**src/hw/rtl/fdt_pkg.sv**
```systemverilog
package fdt_pkg;

   // Character codes used by the text sequencer.
   localparam logic [7:0] CHAR_ZERO  = 8'h30;
   localparam logic [7:0] CHAR_POINT = 8'h2E;
   localparam logic [7:0] CHAR_SPACE = 8'h20;

   // Precision values above this one are treated as this one.
   localparam logic [3:0] LIMIT_MAX = 4'd14;

   // Number of digit and separator characters allowed ahead of the prefix.
   localparam logic [3:0] TEXT_MAX = 4'd13;

   // Per-transaction formatting controls handed from the front end to the sequencer.
   typedef struct packed {
      logic       full;    // precision 0: keep later separators and pad before the prefix
      logic [3:0] budget;  // characters allowed from the decimal point onward
   } job_type;

   typedef enum logic [4:0] {
      EMIT_IDLE   = 5'b00001,
      EMIT_FIND   = 5'b00010,
      EMIT_TEXT   = 5'b00100,
      EMIT_SPACE  = 5'b01000,
      EMIT_PREFIX = 5'b10000
   } emit_state_type;

   // A group separator follows the digit of weight 10^k for these k.
   function automatic logic is_sep(input logic [4:0] k);
      is_sep = (k == 5'd3) || (k == 5'd6) || (k == 5'd9) || (k == 5'd12) || (k == 5'd15);
   endfunction

   // Number of separators for a value whose leading digit has weight 10^top.
   function automatic logic [2:0] groups_of(input logic [4:0] top);
      logic [2:0] g;
      g = 3'd0;
      if (top >= 5'd3)  g = 3'd1;
      if (top >= 5'd6)  g = 3'd2;
      if (top >= 5'd9)  g = 3'd3;
      if (top >= 5'd12) g = 3'd4;
      if (top >= 5'd15) g = 3'd5;
      groups_of = g;
   endfunction

   function automatic logic [7:0] prefix_char(input logic [2:0] groups);
      logic [7:0] c;
      case (groups)
         3'd0:    c = CHAR_SPACE;
         3'd1:    c = 8'h6B;  // k
         3'd2:    c = 8'h4D;  // M
         3'd3:    c = 8'h47;  // G
         3'd4:    c = 8'h54;  // T
         default: c = 8'h50;  // P
      endcase
      prefix_char = c;
   endfunction

endpackage

```
**src/hw/rtl/fdt_dabble.sv**
```systemverilog
module fdt_dabble #(
   parameter int VALUE_BITS = 32,
   parameter int DIGITS_MAX = 10
) (
   input  logic                      clock,
   input  logic                      reset,
   input  logic                      start,
   input  logic [VALUE_BITS-1:0]     value,
   output logic                      done,
   output logic [DIGITS_MAX*4-1:0]   bcd
);

   localparam int CNT_W = $clog2(VALUE_BITS);
   localparam logic [CNT_W-1:0] CNT_LAST = CNT_W'(VALUE_BITS - 1);

   logic                    busy_ff, busy_in;
   logic [CNT_W-1:0]        cnt_ff, cnt_in;
   logic [VALUE_BITS-1:0]   bin_ff, bin_in;
   logic [DIGITS_MAX*4-1:0] bcd_ff, bcd_in;
   logic [DIGITS_MAX*4-1:0] adjusted;

   // Shift-and-add-3: every digit of 5 or more is corrected before the next shift.
   always_comb begin
      for (int i = 0; i < DIGITS_MAX; i++) begin
         if (bcd_ff[i*4 +: 4] >= 4'd5) begin
            adjusted[i*4 +: 4] = bcd_ff[i*4 +: 4] + 4'd3;
         end else begin
            adjusted[i*4 +: 4] = bcd_ff[i*4 +: 4];
         end
      end
   end

   assign done = busy_ff && (cnt_ff == CNT_LAST);
   assign bcd  = bcd_ff;

   always_comb begin
      busy_in = busy_ff;
      cnt_in  = cnt_ff;
      bin_in  = bin_ff;
      bcd_in  = bcd_ff;
      if (start) begin
         busy_in = 1'b1;
         cnt_in  = '0;
         bin_in  = value;
         bcd_in  = '0;
      end else if (busy_ff) begin
         bin_in = {bin_ff[VALUE_BITS-2:0], 1'b0};
         bcd_in = {adjusted[DIGITS_MAX*4-2:0], bin_ff[VALUE_BITS-1]};
         cnt_in = cnt_ff + CNT_W'(1);
         if (cnt_ff == CNT_LAST) begin
            busy_in = 1'b0;
         end
      end
   end

   always_ff @(posedge clock) begin
      if (reset) begin
         busy_ff <= 1'b0;
         cnt_ff  <= '0;
      end else begin
         busy_ff <= busy_in;
         cnt_ff  <= cnt_in;
      end
      bin_ff <= bin_in;
      bcd_ff <= bcd_in;
   end

endmodule

```
**src/hw/rtl/fdt_emit.sv**
```systemverilog
module fdt_emit #(
   parameter int DIGITS_MAX = 10
) (
   input  logic                    clock,
   input  logic                    reset,
   input  logic                    start,
   input  fdt_pkg::job_type        job,
   input  logic [DIGITS_MAX*4-1:0] bcd,
   output logic                    finish,
   output logic                    rsp_valid,
   input  logic                    rsp_ready,
   output logic [7:0]              rsp_text_char,
   output logic                    rsp_last_char
);

   localparam int IDX_W = $clog2(DIGITS_MAX);

   fdt_pkg::emit_state_type state_ff, state_in, end_state;

   logic [IDX_W-1:0] idx_ff, idx_in;
   logic             at_sep_ff, at_sep_in;
   logic             point_pending_ff, point_pending_in;
   logic [3:0]       budget_ff, budget_in;
   logic [3:0]       n_ff, n_in;
   logic [2:0]       groups_ff, groups_in;

   logic             out_valid_ff, out_valid_in;
   logic [7:0]       out_char_ff, out_char_in;
   logic             out_last_ff, out_last_in;

   logic             can_push;
   logic [3:0]       digit;
   logic [IDX_W-1:0] top;
   logic [7:0]       ch;
   logic             counted;
   logic             skip;
   logic             stop;

   assign can_push      = !out_valid_ff || rsp_ready;
   assign digit         = bcd[idx_ff*4 +: 4];
   assign rsp_valid     = out_valid_ff;
   assign rsp_text_char = out_char_ff;
   assign rsp_last_char = out_last_ff;

   // Leading nonzero digit; a zero value still shows one digit.
   always_comb begin
      top = '0;
      for (int i = 0; i < DIGITS_MAX; i++) begin
         if (bcd[i*4 +: 4] != 4'd0) begin
            top = IDX_W'(i);
         end
      end
   end

   assign end_state = (job.full && (groups_ff != 3'd0)) ? fdt_pkg::EMIT_SPACE
                                                        : fdt_pkg::EMIT_PREFIX;

   // Character at the current position and whether it is counted against the precision.
   always_comb begin
      ch      = fdt_pkg::CHAR_SPACE;
      counted = 1'b0;
      skip    = 1'b0;
      if (!at_sep_ff) begin
         ch      = fdt_pkg::CHAR_ZERO + {4'd0, digit};
         counted = !point_pending_ff;
      end else if (point_pending_ff) begin
         ch      = fdt_pkg::CHAR_POINT;
         counted = 1'b1;
      end else if (job.full) begin
         ch      = fdt_pkg::CHAR_SPACE;
         counted = 1'b1;
      end else begin
         skip = 1'b1;
      end
      stop = !skip && ((counted && (budget_ff == 4'd0)) || (n_ff >= fdt_pkg::TEXT_MAX));
   end

   always_comb begin
      state_in         = state_ff;
      idx_in           = idx_ff;
      at_sep_in        = at_sep_ff;
      point_pending_in = point_pending_ff;
      budget_in        = budget_ff;
      n_in             = n_ff;
      groups_in        = groups_ff;
      out_valid_in     = out_valid_ff && !rsp_ready;
      out_char_in      = out_char_ff;
      out_last_in      = out_last_ff;
      finish           = 1'b0;

      unique case (state_ff)
         fdt_pkg::EMIT_IDLE: begin
            if (start) begin
               state_in = fdt_pkg::EMIT_FIND;
            end
         end
         fdt_pkg::EMIT_FIND: begin
            idx_in           = top;
            groups_in        = fdt_pkg::groups_of(5'(top));
            at_sep_in        = 1'b0;
            point_pending_in = 1'b1;
            budget_in        = job.budget;
            n_in             = 4'd0;
            state_in         = fdt_pkg::EMIT_TEXT;
         end
         fdt_pkg::EMIT_TEXT: begin
            if (can_push) begin
               if (stop) begin
                  state_in = end_state;
               end else if (skip) begin
                  at_sep_in = 1'b0;
                  idx_in    = idx_ff - IDX_W'(1);
               end else begin
                  out_valid_in = 1'b1;
                  out_char_in  = ch;
                  out_last_in  = 1'b0;
                  n_in         = n_ff + 4'd1;
                  if (counted) begin
                     budget_in = budget_ff - 4'd1;
                  end
                  if (at_sep_ff) begin
                     point_pending_in = 1'b0;
                     at_sep_in        = 1'b0;
                     idx_in           = idx_ff - IDX_W'(1);
                  end else if (fdt_pkg::is_sep(5'(idx_ff))) begin
                     at_sep_in = 1'b1;
                  end else if (idx_ff == '0) begin
                     state_in = end_state;
                  end else begin
                     idx_in = idx_ff - IDX_W'(1);
                  end
               end
            end
         end
         fdt_pkg::EMIT_SPACE: begin
            if (can_push) begin
               out_valid_in = 1'b1;
               out_char_in  = fdt_pkg::CHAR_SPACE;
               out_last_in  = 1'b0;
               state_in     = fdt_pkg::EMIT_PREFIX;
            end
         end
         fdt_pkg::EMIT_PREFIX: begin
            if (can_push) begin
               out_valid_in = 1'b1;
               out_char_in  = fdt_pkg::prefix_char(groups_ff);
               out_last_in  = 1'b1;
               finish       = 1'b1;
               state_in     = fdt_pkg::EMIT_IDLE;
            end
         end
         default: begin
            state_in = fdt_pkg::EMIT_IDLE;
         end
      endcase
   end

   always_ff @(posedge clock) begin
      if (reset) begin
         state_ff     <= fdt_pkg::EMIT_IDLE;
         out_valid_ff <= 1'b0;
      end else begin
         state_ff     <= state_in;
         out_valid_ff <= out_valid_in;
      end
      idx_ff           <= idx_in;
      at_sep_ff        <= at_sep_in;
      point_pending_ff <= point_pending_in;
      budget_ff        <= budget_in;
      n_ff             <= n_in;
      groups_ff        <= groups_in;
      out_char_ff      <= out_char_in;
      out_last_ff      <= out_last_in;
   end

endmodule

```
**src/hw/rtl/frequency_to_decimal_text_si_prefix_unit.sv**
```systemverilog
// The first character appears once the bit-serial binary-to-BCD converter has finished
// and the character sequencer has found the leading digit; the converter sets most of
// the time a transaction takes. Characters then leave one at a time, held while rsp_ready
// is low; the output register can load a new one as the consumer takes the last.
// Reset is synchronous and active high; it returns both sequencers and the output to idle.
// The request side is not ready again until the prefix character has been loaded.
module frequency_to_decimal_text_si_prefix_unit #(
   parameter int VALUE_BITS = 32
) (
   input  logic                  clock,
   input  logic                  reset,
   input  logic                  req_valid,
   output logic                  req_ready,
   input  logic [VALUE_BITS-1:0] req_frequency,
   input  logic [3:0]            req_digits_limit,
   output logic                  rsp_valid,
   input  logic                  rsp_ready,
   output logic [7:0]            rsp_text_char,
   output logic                  rsp_last_char
);

   // Decimal digits needed for the widest value (log10(2) scaled by 10^5).
   localparam int DIGITS_MAX = (VALUE_BITS * 30103) / 100000 + 1;

   logic                    busy_ff, busy_in;
   fdt_pkg::job_type        job_ff, job_in;
   logic                    accept;
   logic                    conv_done;
   logic                    finish;
   logic [DIGITS_MAX*4-1:0] bcd;

   // A transaction is held from acceptance until its prefix character has been
   // loaded into the output register, so only one value is in flight.
   assign req_ready = !busy_ff;
   assign accept    = req_valid && req_ready;

   // The precision is turned into a character budget counted from the decimal
   // point onward. Precision 0 selects the full form with the maximum budget,
   // and anything above the maximum precision is clamped to it.
   always_comb begin
      job_in = job_ff;
      if (accept) begin
         job_in.full = (req_digits_limit == 4'd0);
         if ((req_digits_limit == 4'd0) || (req_digits_limit > fdt_pkg::LIMIT_MAX)) begin
            job_in.budget = fdt_pkg::LIMIT_MAX + 4'd1;
         end else begin
            job_in.budget = req_digits_limit + 4'd1;
         end
      end
   end

   always_comb begin
      busy_in = busy_ff;
      if (accept) begin
         busy_in = 1'b1;
      end else if (finish) begin
         busy_in = 1'b0;
      end
   end

   always_ff @(posedge clock) begin
      if (reset) begin
         busy_ff <= 1'b0;
      end else begin
         busy_ff <= busy_in;
      end
      job_ff <= job_in;
   end

   // Binary to BCD, one input bit per cycle through the add-3 and shift unit.
   fdt_dabble #(
      .VALUE_BITS (VALUE_BITS),
      .DIGITS_MAX (DIGITS_MAX)
   ) u_dabble (
      .clock (clock),
      .reset (reset),
      .start (accept),
      .value (req_frequency),
      .done  (conv_done),
      .bcd   (bcd)
   );

   // Character sequencer: walks the digits from the most significant one, places
   // the decimal point and separators, applies the precision and appends the prefix.
   fdt_emit #(
      .DIGITS_MAX (DIGITS_MAX)
   ) u_emit (
      .clock         (clock),
      .reset         (reset),
      .start         (conv_done),
      .job           (job_ff),
      .bcd           (bcd),
      .finish        (finish),
      .rsp_valid     (rsp_valid),
      .rsp_ready     (rsp_ready),
      .rsp_text_char (rsp_text_char),
      .rsp_last_char (rsp_last_char)
   );

endmodule
```
**config.mk**
```make
export PLATFORM = sky130hd
export DESIGN_NAME = frequency_to_decimal_text_si_prefix_unit
export DESIGN_NICKNAME = d
export VERILOG_FILES = /design/src/hw/rtl/fdt_pkg.sv /design/src/hw/rtl/fdt_dabble.sv /design/src/hw/rtl/fdt_emit.sv /design/src/hw/rtl/frequency_to_decimal_text_si_prefix_unit.sv
export SDC_FILE = /design/constraint.sdc
export NUM_CORES = 1
export LEC_CHECK = 0
export BUFFER_PORTS_ARGS = -buffer_cell sky130_fd_sc_hd__buf_2
export CORE_MARGIN = 10
export CORE_UTILIZATION = 50
export CTS_CLUSTER_SIZE = 40
export DETAILED_ROUTE_END_ITERATION = 10
export PLACE_DENSITY = 0.68
export SETUP_SLACK_MARGIN = 0.5
export SYNTH_ARGS = -nofsm -noshare
export SYNTH_HDL_FRONTEND = slang
export SYNTH_SLANG_ARGS = --single-unit
```
**constraint.sdc**
```tcl
create_clock -name clock -period 2.6 [get_ports clock]
set_input_delay 0.52 -clock clock [delete_from_list [all_inputs] [get_ports clock]]
set_output_delay 0.52 -clock clock [all_outputs]
set_load 0.01 [all_outputs]
```
== Word-level counts from Yosys, hierarchy flattened ==
Index checks and enable logic that the tools add are counted.

* Mux-type cells: 96
* Reductions and logical operators: 46
* Eq/ne operators: 29
* Add/sub/neg operators: 16
* Order comparisons: 17
* Shifts and indexed selects: 1

{| class="wikitable"
|+ Operator list
! kind !! number
|-
| $mux 4 || 25
|-
| $mux 32 || 2
|-
| $mux 5 || 10
|-
| $mux 8 || 6
|-
| $ge 4x3->1 const B || 11
|-
| $shiftx 40x7->4 || 1
|-
| $add 4x2->4 const B || 9
|-
| $reduce_bool 4->1 || 9
|-
| $pmux 7 s5 || 1
|-
| $mux 1 || 34
|-
| $pmux 5 s5 || 1
|-
| $pmux 4 s2 || 3
|-
| $pmux 8 s3 || 1
|-
| $ge 4x4->1 const B || 4
|-
| $mux 3 || 5
|-
| $reduce_and 5->1 || 3
|-
| $eq 4x4->1 const B || 3
|-
| $logic_not 4->1 || 3
|-
| $eq 5x5->1 const B || 2
|-
| $ne 2x1->1 const B || 5
|-
| $add 4x1->4 const B || 2
|-
| $mux 2 || 4
|-
| $ne 4x2->1 const B || 2
|-
| $reduce_and 8->1 || 1
|-
| other kinds (31) || 58
|}

* Output and inout port bits: 11
* Flip-flop bits (word level): 116

== Logic depth before layout (Yosys ltp) ==
Gate-level depths: netlist of run 1.

* Word-level depth: 15
* Mapped depth: 9

== Hierarchy ==
Synthesis of run 1 repeated with hierarchy kept, for this count alone.

* Cell total of the unflattened synthesis: 645
* Area total of the unflattened synthesis: 6605.1 um^2

{| class="wikitable"
|+ By module, submodules not included
! module !! cells each !! instances !! area an instance (um^2) !! seq. area each (um^2)
|-
| fdt_dabble || 391 || 1 || 4033.9 || 1881.8
|-
| fdt_emit || 225 || 1 || 2253.4 || 870.8
|-
| frequency_to_decimal_text_si_prefix_unit || 29 || 1 || 317.8 || 170.2
|}

== Least setup slack after synthesis of run 1 ==
Ideal clock, no wire load.

* Path type: register -> register
* Start point: register u_emit.idx_ff[0]
* End point: register u_emit.idx_ff[0] (enable)
* Slack: 291 ps
* Arrival: 2004 ps
* Stages on the path, launching flop included: 9
* Required time: 2295 ps
* Cell sequence: edfxtp_1 -> clkbuf_8 -> clkbuf_8 -> inv_1 -> ha_1 -> or2_2 -> mux4_2 -> nand2_1 -> o211a_1

* Word-level cells in the longest chain between the ends: 7

{| class="wikitable"
|+ RTL lines
! item !! RTL line !! source
|-
| start, declared || fdt_emit.sv:20 || <nowiki>logic [IDX_W-1:0] idx_ff, idx_in;</nowiki>
|-
| start signal, assigned || fdt_emit.sv:166 || <nowiki>idx_ff <= idx_in;</nowiki>
|-
| $eq 4x2->1 or $eq 4x3->1 (tied branches) || fdt_pkg.sv:30 || <nowiki>is_sep = (k == 5'd3) || (k == 5'd6) || (k == 5'd9) || (k == 5'd12) || (k == 5'd15);</nowiki>
|-
| $logic_or 1x1->1 (4 in a row) || fdt_pkg.sv:30 ||
|-
| $ne 4x2->1 (no source line) || -- ||
|-
| $reduce_and 5->1 (no source line) (*) || -- ||
|}

Every way passes the cells marked *; elsewhere a longest branch is shown, timed or not.
A chain may end at the register's enable or synchronous reset.

== Final worst setup path of run 1 ==
* Start point: register u_dabble.bcd_ff[5], in the netlist u_dabble.bcd[5]
* End point: register u_emit.idx_ff[0] (data pin)

* Word-level cells in the longest chain between the ends: 11

{| class="wikitable"
|+ RTL lines
! item !! RTL line !! source
|-
| start, declared || fdt_dabble.sv:19 || <nowiki>logic [DIGITS_MAX*4-1:0] bcd_ff, bcd_in;</nowiki>
|-
| start signal, assigned || fdt_dabble.sv:65 || <nowiki>bcd_ff <= bcd_in;</nowiki>
|-
| $reduce_bool 4->1 || fdt_emit.sv:49 || <nowiki>if (bcd[i*4 +: 4] != 4'd0) begin</nowiki>
|-
| $mux 1 || fdt_emit.sv:49 ||
|-
| $mux 2 (2 in a row) || fdt_emit.sv:49 ||
|-
| $mux 3 (4 in a row) || fdt_emit.sv:49 ||
|-
| $mux 4 (2 in a row) || fdt_emit.sv:49 ||
|-
| $pmux 4 s2 || fdt_emit.sv:91 || <nowiki>unique case (state_ff)</nowiki>
|-
| via u_emit.idx_in[0] || fdt_emit.sv:20 ||
|}

The timed path passes the listed nets, and every way through them passes these cells.

==> results.yml, run 1 <==
place:
  place.detailed.hpwl_um: 9294
  placed_area_um2: 6835
  dp.cells: 820
  place_congestion: 0.8515
  placement.setup.worst_slack_ns: 0.3644
  port-buffer-count: 49
final_layout:
  synthToLayoutAreaGrowth_pct: 17.12
  filler_cell_count: 1072
  final-instance-count-excl-fill: 856
  share_of_final_layout_standard_cells_stronger_than_drive_strength_1_pct: 23.13
  mostFrequentLayoutCells: "sky130_fd_sc_hd__edfxtp_1, sky130_fd_sc_hd__dfxtp_1, sky130_fd_sc_hd__buf_2"
  design.final.nets: 746
  layout_commonest_cell: "sky130_fd_sc_hd__edfxtp_1"
  final_core_util_pct: 59.70
  stdcell_area_um2: 7533
timing:
  slew_headroom_pct: 55.58
  period_needed_ns: 2.102
  unrepaired_setup_endpoints_after_global_routing: "true"
  final_setup_viols: 0
  min_hold_slack_ns: 0.3781
  worstMarginPinSlew_ns: 0.6663
  slew_violations: 0
  fin_setup_tns_ns: 0
  final.setup.worst_slack_ns: 0.4984
  hold_violations: 0
  skew_ns: 0.006570
  fmax_ghz: 0.4758
  final.period_utilization_pct: 80.83
cts:
  clock_tree.htree_level_count: 4
  max-clock-path-buffers: 2
  cts.clk_slew.worst_paths_ns: 0.06
  cts_tree: "built"
  total_cts_buffers: 17
  clock_sink_count: 115
  worst_skew_pair.late_latency_ns: 0.42
  clk_root_buffer_cell: "sky130_fd_sc_hd__clkbuf_16"
  cts.hold.buffers_added: 0
floorplanning:
  core.rowCount: 41
  die_outline_area_um2: 17800
  die_w_um: 133.4
  area_inside_the_core_boundary_um2: 12620
  initial_utilization_pct: 50.97
  io_pins: 51
  die_ht_um: 133.4
run:
  max-cap-violations: 0
logic_synthesis:
  synth_compound_gate_area_share_pct: 11.81
  top_area_cells_in_the_synthesized_netlist: "sky130_fd_sc_hd__edfxtp_1, sky130_fd_sc_hd__dfxtp_1, sky130_fd_sc_hd__ha_1"
  synth-async-reset-ratio_pct: 0
  synth.ff_latch_count: 115
  post_synth_edffs: 62
  ys_warn_count: 0
  synth_top_area_cell: "sky130_fd_sc_hd__edfxtp_1"
  post_synth.cell_area_avg_um2: 10.39
  netlist-cell-type-count: 64
  main_combinational_cell_family_by_area_after_synthesis: "simple AND/OR/NAND/NOR gates"
  post_synth_and_or_nand_nor_area_fraction_pct: 14.65
  synthCells: 619
  synth_fa_ha_area_share_pct: 7.003
  multiplexer_area_fraction_after_synthesis_pct: 12.14
  synth_seq_area_share_pct: 45.44
  post_synth_xor_area_fraction_pct: 4.221
  netlist.area_leader.share_pct: 28.94
  synth-main-ff-cell: "sky130_fd_sc_hd__edfxtp_1"
  netlist_area_um2: 6432
detailed_routing:
  detailroute.via_count: 4621
  drt_pre_antenna_iters: 4
  post-route-drc-count: 0
  met3RoutedLength_um: 745
  wl_met1_um: 5730
  number_of_nets_still_failing_antenna_checks_after_routing: 0
  top_signal_layer_used: "met4"
  detail_route.wl_per_cell_um: 15.13
  detail_route.vias_per_cell: 5.398
  wl_met2_um: 6294
  drt_wl_total_um: 12950
  detail_route.iter0.violations: 240
power:
  p_leak_nw: 2.933
  p_seq_share_pct: 43.1
  fin_total_pwr_mw: 4.811
  power.share.switching_pct: 22.86
  pwr_density_cell_nw_per_um2: 638.7
  power_report.internal_total_mw: 3.712
  power_switching_mw: 1.100
  pwr-share-clk_pct: 49.3
  part_of_the_total_power_dissipated_in_combinational_logic_pct: 7.6
  power.ir.vdd_worst_mv: 0.5054
setup_path:
  worstSetupPathType: "reg -> reg"
  crit_path_cell_trace: "inv_1 -> ha_2 -> or3b_4 -> a2111oi_4 -> o21ai_2 -> a211oi_1 -> a21oi_1"
  crit_path_max_fanout: 5
  start_kind: "flip-flop"
  worstSetupEndpointType: "flip-flop"
  slowest_stage: "sky130_fd_sc_hd__or3b_4"
  longest_individual_stage_delay_on_the_worst_path_ns: 0.39
  critical_path_required_ns: 2.76
  worst-endpoint-arrival_ns: 2.26
grt:
  grt_pass1_wl_um: 22330
  groute.usage.overall_pct: 15.04
  grt_antenna_before_repair: 0
  grt-ovfl-total: 0
  maximum_number_of_pins_on_one_net_before_global_route_repair: 70
  vias_in_the_first_global_route: 4703
run_status:
  status: "complete, no violations"
hold_path:
  hp-class: "in -> reg"
## power by group through the flow
stage / Clock, mW / Sequential [mW] / Combinational, mW
finish: 2.37 / 2.07 / 0.365
floorplan: 0 / 2.09 / 0.265
CTS: 2.42 / 2.08 / 0.362
global route: 2.50 / 2.09 / 0.403
detailed placement: 0 / 2.11 / 0.357
global placement: 0 / 2.11 / 0.342
## worst max-delay path: cells and delay by family (launching register included)
family	cells	cell delay (ns)
DFF	1	0.33
AOI/OAI and AO/OA	4	0.81
and+or+nand+nor	1	0.39
buffers and inverters	1	0.10
adders and majority gates	1	0.21
## worst paths after layout
| path | startpoint | to | slack [ns] | cells after the start |
|---|---|---|---|---|
| worst max-delay path | u_dabble.bcd[5]$_SDFFE_PP0P_ | u_emit.idx_ff[0]$_DFFE_PP_ | 0.50 | 7 |
| worst max register to register | u_dabble.bcd[5]$_SDFFE_PP0P_ | u_emit.idx_ff[0]$_DFFE_PP_ | 0.50 | 7 |
| worst min register to register | u_dabble.bin_ff[31]$_DFFE_PP_ | u_dabble.bcd[0]$_SDFFE_PP0P_ | 0.51 | 2 |
| worst min-delay path | req_digits_limit[0] | job_ff[0]$_SDFFCE_PP1P_ | 0.38 | 2 |
## synth_stat cells (3+ instances only)
cell and n:
sky130_fd_sc_hd__edfxtp_1 62, sky130_fd_sc_hd__o21ai_0 31, sky130_fd_sc_hd__nand3_1 25, sky130_fd_sc_hd__xor2_1 5, sky130_fd_sc_hd__nor3_1 13, sky130_fd_sc_hd__ha_1 36, sky130_fd_sc_hd__a22oi_1 3, sky130_fd_sc_hd__buf_1 4
sky130_fd_sc_hd__xnor2_1 26, sky130_fd_sc_hd__mux2_2 35, sky130_fd_sc_hd__inv_1 37, sky130_fd_sc_hd__a21o_1 12, sky130_fd_sc_hd__mux2i_1 18, sky130_fd_sc_hd__mux4_2 8, sky130_fd_sc_hd__buf_2 6, sky130_fd_sc_hd__nor2b_1 5
sky130_fd_sc_hd__nand2_1 41, sky130_fd_sc_hd__clkbuf_1 12, sky130_fd_sc_hd__nor2_1 38, sky130_fd_sc_hd__o211ai_1 12, sky130_fd_sc_hd__a21oi_1 44, sky130_fd_sc_hd__dfxtp_1 53, sky130_fd_sc_hd__or2_2 3, sky130_fd_sc_hd__nand2b_1 36
sky130_fd_sc_hd__nor3b_1 7, sky130_fd_sc_hd__and3_1 3
## sequential cells by signal, indices dropped and copies added (netlist names), 3 cells and up
signal and flops:
u_emit.n_ff 4, u_emit.idx_ff 4, u_dabble.cnt_ff 5, u_dabble.bin_ff 32, u_dabble.bcd 40, u_emit.state_ff 5, job_ff 5, u_emit.budget_ff 4
u_emit.groups_ff 3, u_emit.rsp_text_char 7
## repair_timing
item / CTS / global route
setup endpoints to repair: 16 / 26
resized for setup: 2 / 12
buffers inserted: 3 / 0
endpoints found under the hold margin: 0 / 0
pin swaps: 1 / 3
gates cloned: 0 / 0
## cells by family after synthesis
| family | Yosys count |
|---|---|
| XOR/XNOR | 31 |
| flip-flops | 115 |
| AND/OR/NAND/NOR | 184 |
| AO/OA/AOI/OAI | 123 |
| multiplexers | 62 |
| buffers and inverters | 67 |
| other | 1 |
| adder cells (fa/ha/maj) | 36 |
## area by class of cell
type	instances	area, µm²	share of cell area, %
Sequential cell	115	2924	38.81
Timing Repair Buffer	59	340.3	4.518
Clock buffer	17	425.4	5.647
Multi-Input combinational cell	438	3294	43.73
Antenna cell	1	2.502	0.03322
Inverter	39	151.4	2.010
Tap cell	172	215.2	2.857
Clock inverter	15	180.2	2.392
## per-layer routing
metal | vias up | global-route usage [%]
met2 | 95 | 24.15
met5 | - | 0
li1 | 2309 | -
met3 | 20 | 5.376
met1 | 2197 | 18.41
met4 | 0 | 4.837
Power figures use the tool's default switching activity.
==> run 2: changes to the inputs <==
--- a/config.mk
+++ b/config.mk
@@ -5,12 +5,13 @@
 export SDC_FILE = /design/constraint.sdc
 export NUM_CORES = 1
 export LEC_CHECK = 0
+export ABC_AREA = 1
 export BUFFER_PORTS_ARGS = -buffer_cell sky130_fd_sc_hd__buf_2
 export CORE_MARGIN = 10
 export CORE_UTILIZATION = 50
 export CTS_CLUSTER_SIZE = 40
 export DETAILED_ROUTE_END_ITERATION = 10
-export PLACE_DENSITY = 0.68
+export PLACE_DENSITY = 0.71
 export SETUP_SLACK_MARGIN = 0.5
 export SYNTH_ARGS = -nofsm -noshare
 export SYNTH_HDL_FRONTEND = slang
==> constraint.sdc (replaced) <==
create_clock -name clock -period 1.72 [get_ports clock]
set_input_delay 0.344 -clock clock [delete_from_list [all_inputs] [get_ports clock]]
set_output_delay 0.344 -clock clock [all_outputs]
set_load 0.01 [all_outputs]
==> run 2 against run 1 <==
Against the previous run:
- the run now ends with negative setup slack left
- synthesized cell count grew 24%
- combinational power grew to 5.7 times the previous value
- routed wire length up 67%
==> results.yml, run 2 <==
run_status:
  status: "complete, but fails checks"
  violated_checks: "negative setup slack"
final_layout:
  final_core_util_pct: 81.48
  largest_register_ff_count: 40
  share_of_final_layout_standard_cells_stronger_than_drive_strength_1_pct: 53.42
  final-instance-count-excl-fill: 1136
  multiInputGateArea_um2: 4189
  stdcell_area_um2: 10200
  layout_commonest_cell: "sky130_fd_sc_hd__nand2_1"
  antenna_fix_cells: 0
  mostFrequentLayoutCells: "sky130_fd_sc_hd__nand2_1, sky130_fd_sc_hd__buf_4, sky130_fd_sc_hd__edfxtp_1"
  filler_cell_count: 679
  design.final.nets: 1028
  synthToLayoutAreaGrowth_pct: 61.21
  seq_area_um2: 2998
detailed_routing:
  number_of_nets_still_failing_antenna_checks_after_routing: 0
  detail_route.vias_per_cell: 5.714
  detailroute.via_count: 6491
  detail_route.wl_per_cell_um: 19.03
  detail_route.iter0.violations: 626
  post-route-drc-count: 0
  drt_pre_antenna_iters: 5
  drt_wl_total_um: 21620
place:
  dp.cells: 999
  placement.setup.worst_slack_ns: -0.1144
  port-buffer-count: 49
  placed_area_um2: 7201
  place_congestion: 0.8842
  place.detailed.hpwl_um: 11050
floorplanning:
  core.rowCount: 41
  die_ht_um: 132.5
  die_outline_area_um2: 17550
  area_inside_the_core_boundary_um2: 12520
  io_pins: 51
  initial_utilization_pct: 50.54
  die_w_um: 132.5
power:
  p_leak_nw: 4.168
  power.share.switching_pct: 29.56
  power.ir.vdd_worst_mv: 1.265
  power_switching_mw: 2.620
  power_report.internal_total_mw: 6.241
  p_seq_share_pct: 37.9
  pwr-share-clk_pct: 38.5
  pwr_density_cell_nw_per_um2: 868.8
  part_of_the_total_power_dissipated_in_combinational_logic_pct: 23.6
  fin_total_pwr_mw: 8.860
timing:
  period_needed_ns: 1.857
  fin_setup_tns_ns: -2.575
  final.period_utilization_pct: 107.9
  fmax_ghz: 0.5386
  final_setup_viols: 29
  hold_violations: 0
  slew_violations: 0
  final.setup.worst_slack_ns: -0.1367
  skew_ns: 0.008728
  unrepaired_setup_endpoints_after_global_routing: "true"
  min_hold_slack_ns: 0.1651
setup_path:
  critical-path-top-delay-family: "simple AND/OR/NAND/NOR gates"
  crit_buf_inv: 1
  crit_path_cell_trace: "inv_2 -> ha_4 -> or2_1 -> o21ai_2 -> a21boi_2 -> nor4_4"
  worstSetupStartpoint: "u_emit.idx_ff[0]$_DFFE_PP_"
  crit_path_max_fanout: 4
  worstSetupEndpointType: "flip-flop"
  r2r-start: "u_emit.idx_ff[0]$_DFFE_PP_"
  slowest_stage: "sky130_fd_sc_hd__edfxtp_1"
  critical_path_required_ns: 1.82
  longest_individual_stage_delay_on_the_worst_path_ns: 0.44
  worstSetupPathType: "reg -> reg"
  start_kind: "flip-flop"
  worst-endpoint-arrival_ns: 1.96
cts:
  total_cts_buffers: 17
  cts_tree: "built"
  cts.hold.buffers_added: 0
  clock_tree.htree_level_count: 4
  max-clock-path-buffers: 2
  cts.clk_slew.worst_paths_ns: 0.06
  clk_root_buffer_cell: "sky130_fd_sc_hd__clkbuf_16"
  clock_sink_count: 115
  worst_skew_pair.late_latency_ns: 0.43
grt:
  maximum_number_of_pins_on_one_net_before_global_route_repair: 30
  grt_antenna_before_repair: 0
  grt_pass1_wl_um: 29970
  grt-ovfl-total: 0
  vias_in_the_first_global_route: 6267
  groute.usage.overall_pct: 20.70
logic_synthesis:
  synth-main-ff-cell: "sky130_fd_sc_hd__edfxtp_1"
  top_area_cells_in_the_synthesized_netlist: "sky130_fd_sc_hd__edfxtp_1, sky130_fd_sc_hd__dfxtp_1, sky130_fd_sc_hd__nand2_1"
  synth.ff_latch_count: 115
  most_common_cell_in_the_synthesized_netlist: "sky130_fd_sc_hd__nand2_1"
  netlist_area_um2: 6326
  synth_seq_area_share_pct: 46.20
  ys_top_cells_by_count: "sky130_fd_sc_hd__nand2_1, sky130_fd_sc_hd__inv_1, sky130_fd_sc_hd__o21ai_0"
  synthCells: 766
  netlist.area_leader.share_pct: 29.43
  post_synth.cell_area_avg_um2: 8.259
  synth_top_area_cell: "sky130_fd_sc_hd__edfxtp_1"
  post_synth_edffs: 62
  ys_warn_count: 0
  synth-async-reset-ratio_pct: 0
  netlist-cell-type-count: 50
run:
  max-cap-violations: 0
hold_path:
  hp-class: "in -> reg"
  hold_start: "reset"
-- run 2: power by group through the flow --
stage               Sequential, mW  Clock, mW  Combinational (mW)
finish                        3.36       3.41                2.09
CTS                           3.34       3.39                1.60
global placement              3.39          0                1.31
global route                  3.38       3.53                2.24
floorplan                     3.38          0               0.931
detailed placement            3.40          0                1.35
-- run 2: what timing repair did --
action / CTS / global route
setup endpoints to repair: 135 / 159
buffers inserted: 59 / 35
endpoints found under the hold margin: 0 / 0
gates resized for setup: 193 / 237
pin swaps: 58 / 76
cloned: 2 / 10
-- run 2: area by class of cell --
class / count / share of cell area (%)
flip-flops and latches: 115 / 29.40
clock buffers: 20 / 4.380
clock inverters: 11 / 1.104
inverters: 92 / 4.110
well taps: 172 / 2.110
multi-input cells: 535 / 41.07
repair buffers: 191 / 17.83
-- run 2: cells by family (layout without fill, tap and decap cells) --
group | count (synthesis) | count (layout) | synth area share, %
fa+ha+maj | 36 | 36 | 7.120
compound gates | 175 | 175 | 15.74
other cells | 1 | 2 | 0.05928
buf+inv | 117 | 314 | 7.437
simple gates | 310 | 310 | 21.78
xor+xnor | 12 | 12 | 1.661
flops | 115 | 115 | 46.20
-- run 2: path summary, 6_finish.rpt --
kind,cells after the start,slack [ns],end
min reg2reg,2,0.49,busy_ff$_SDFFE_PP0P_
max,6,-0.14,u_emit.idx_ff[2]$_DFFE_PP_
min,2,0.17,u_emit.state_ff[2]$_SDFFE_PP0P_
max reg2reg,6,-0.14,u_emit.idx_ff[2]$_DFFE_PP_
-- run 2: metal layers --
metal	vias up	global-route usage (%)	part of all wire [%]
met5	-	0	0
met4	0	7.885	4.5
met3	106	6.889	7.1
met2	328	35.57	49
met1	3080	23.27	39
li1	2977	-	-
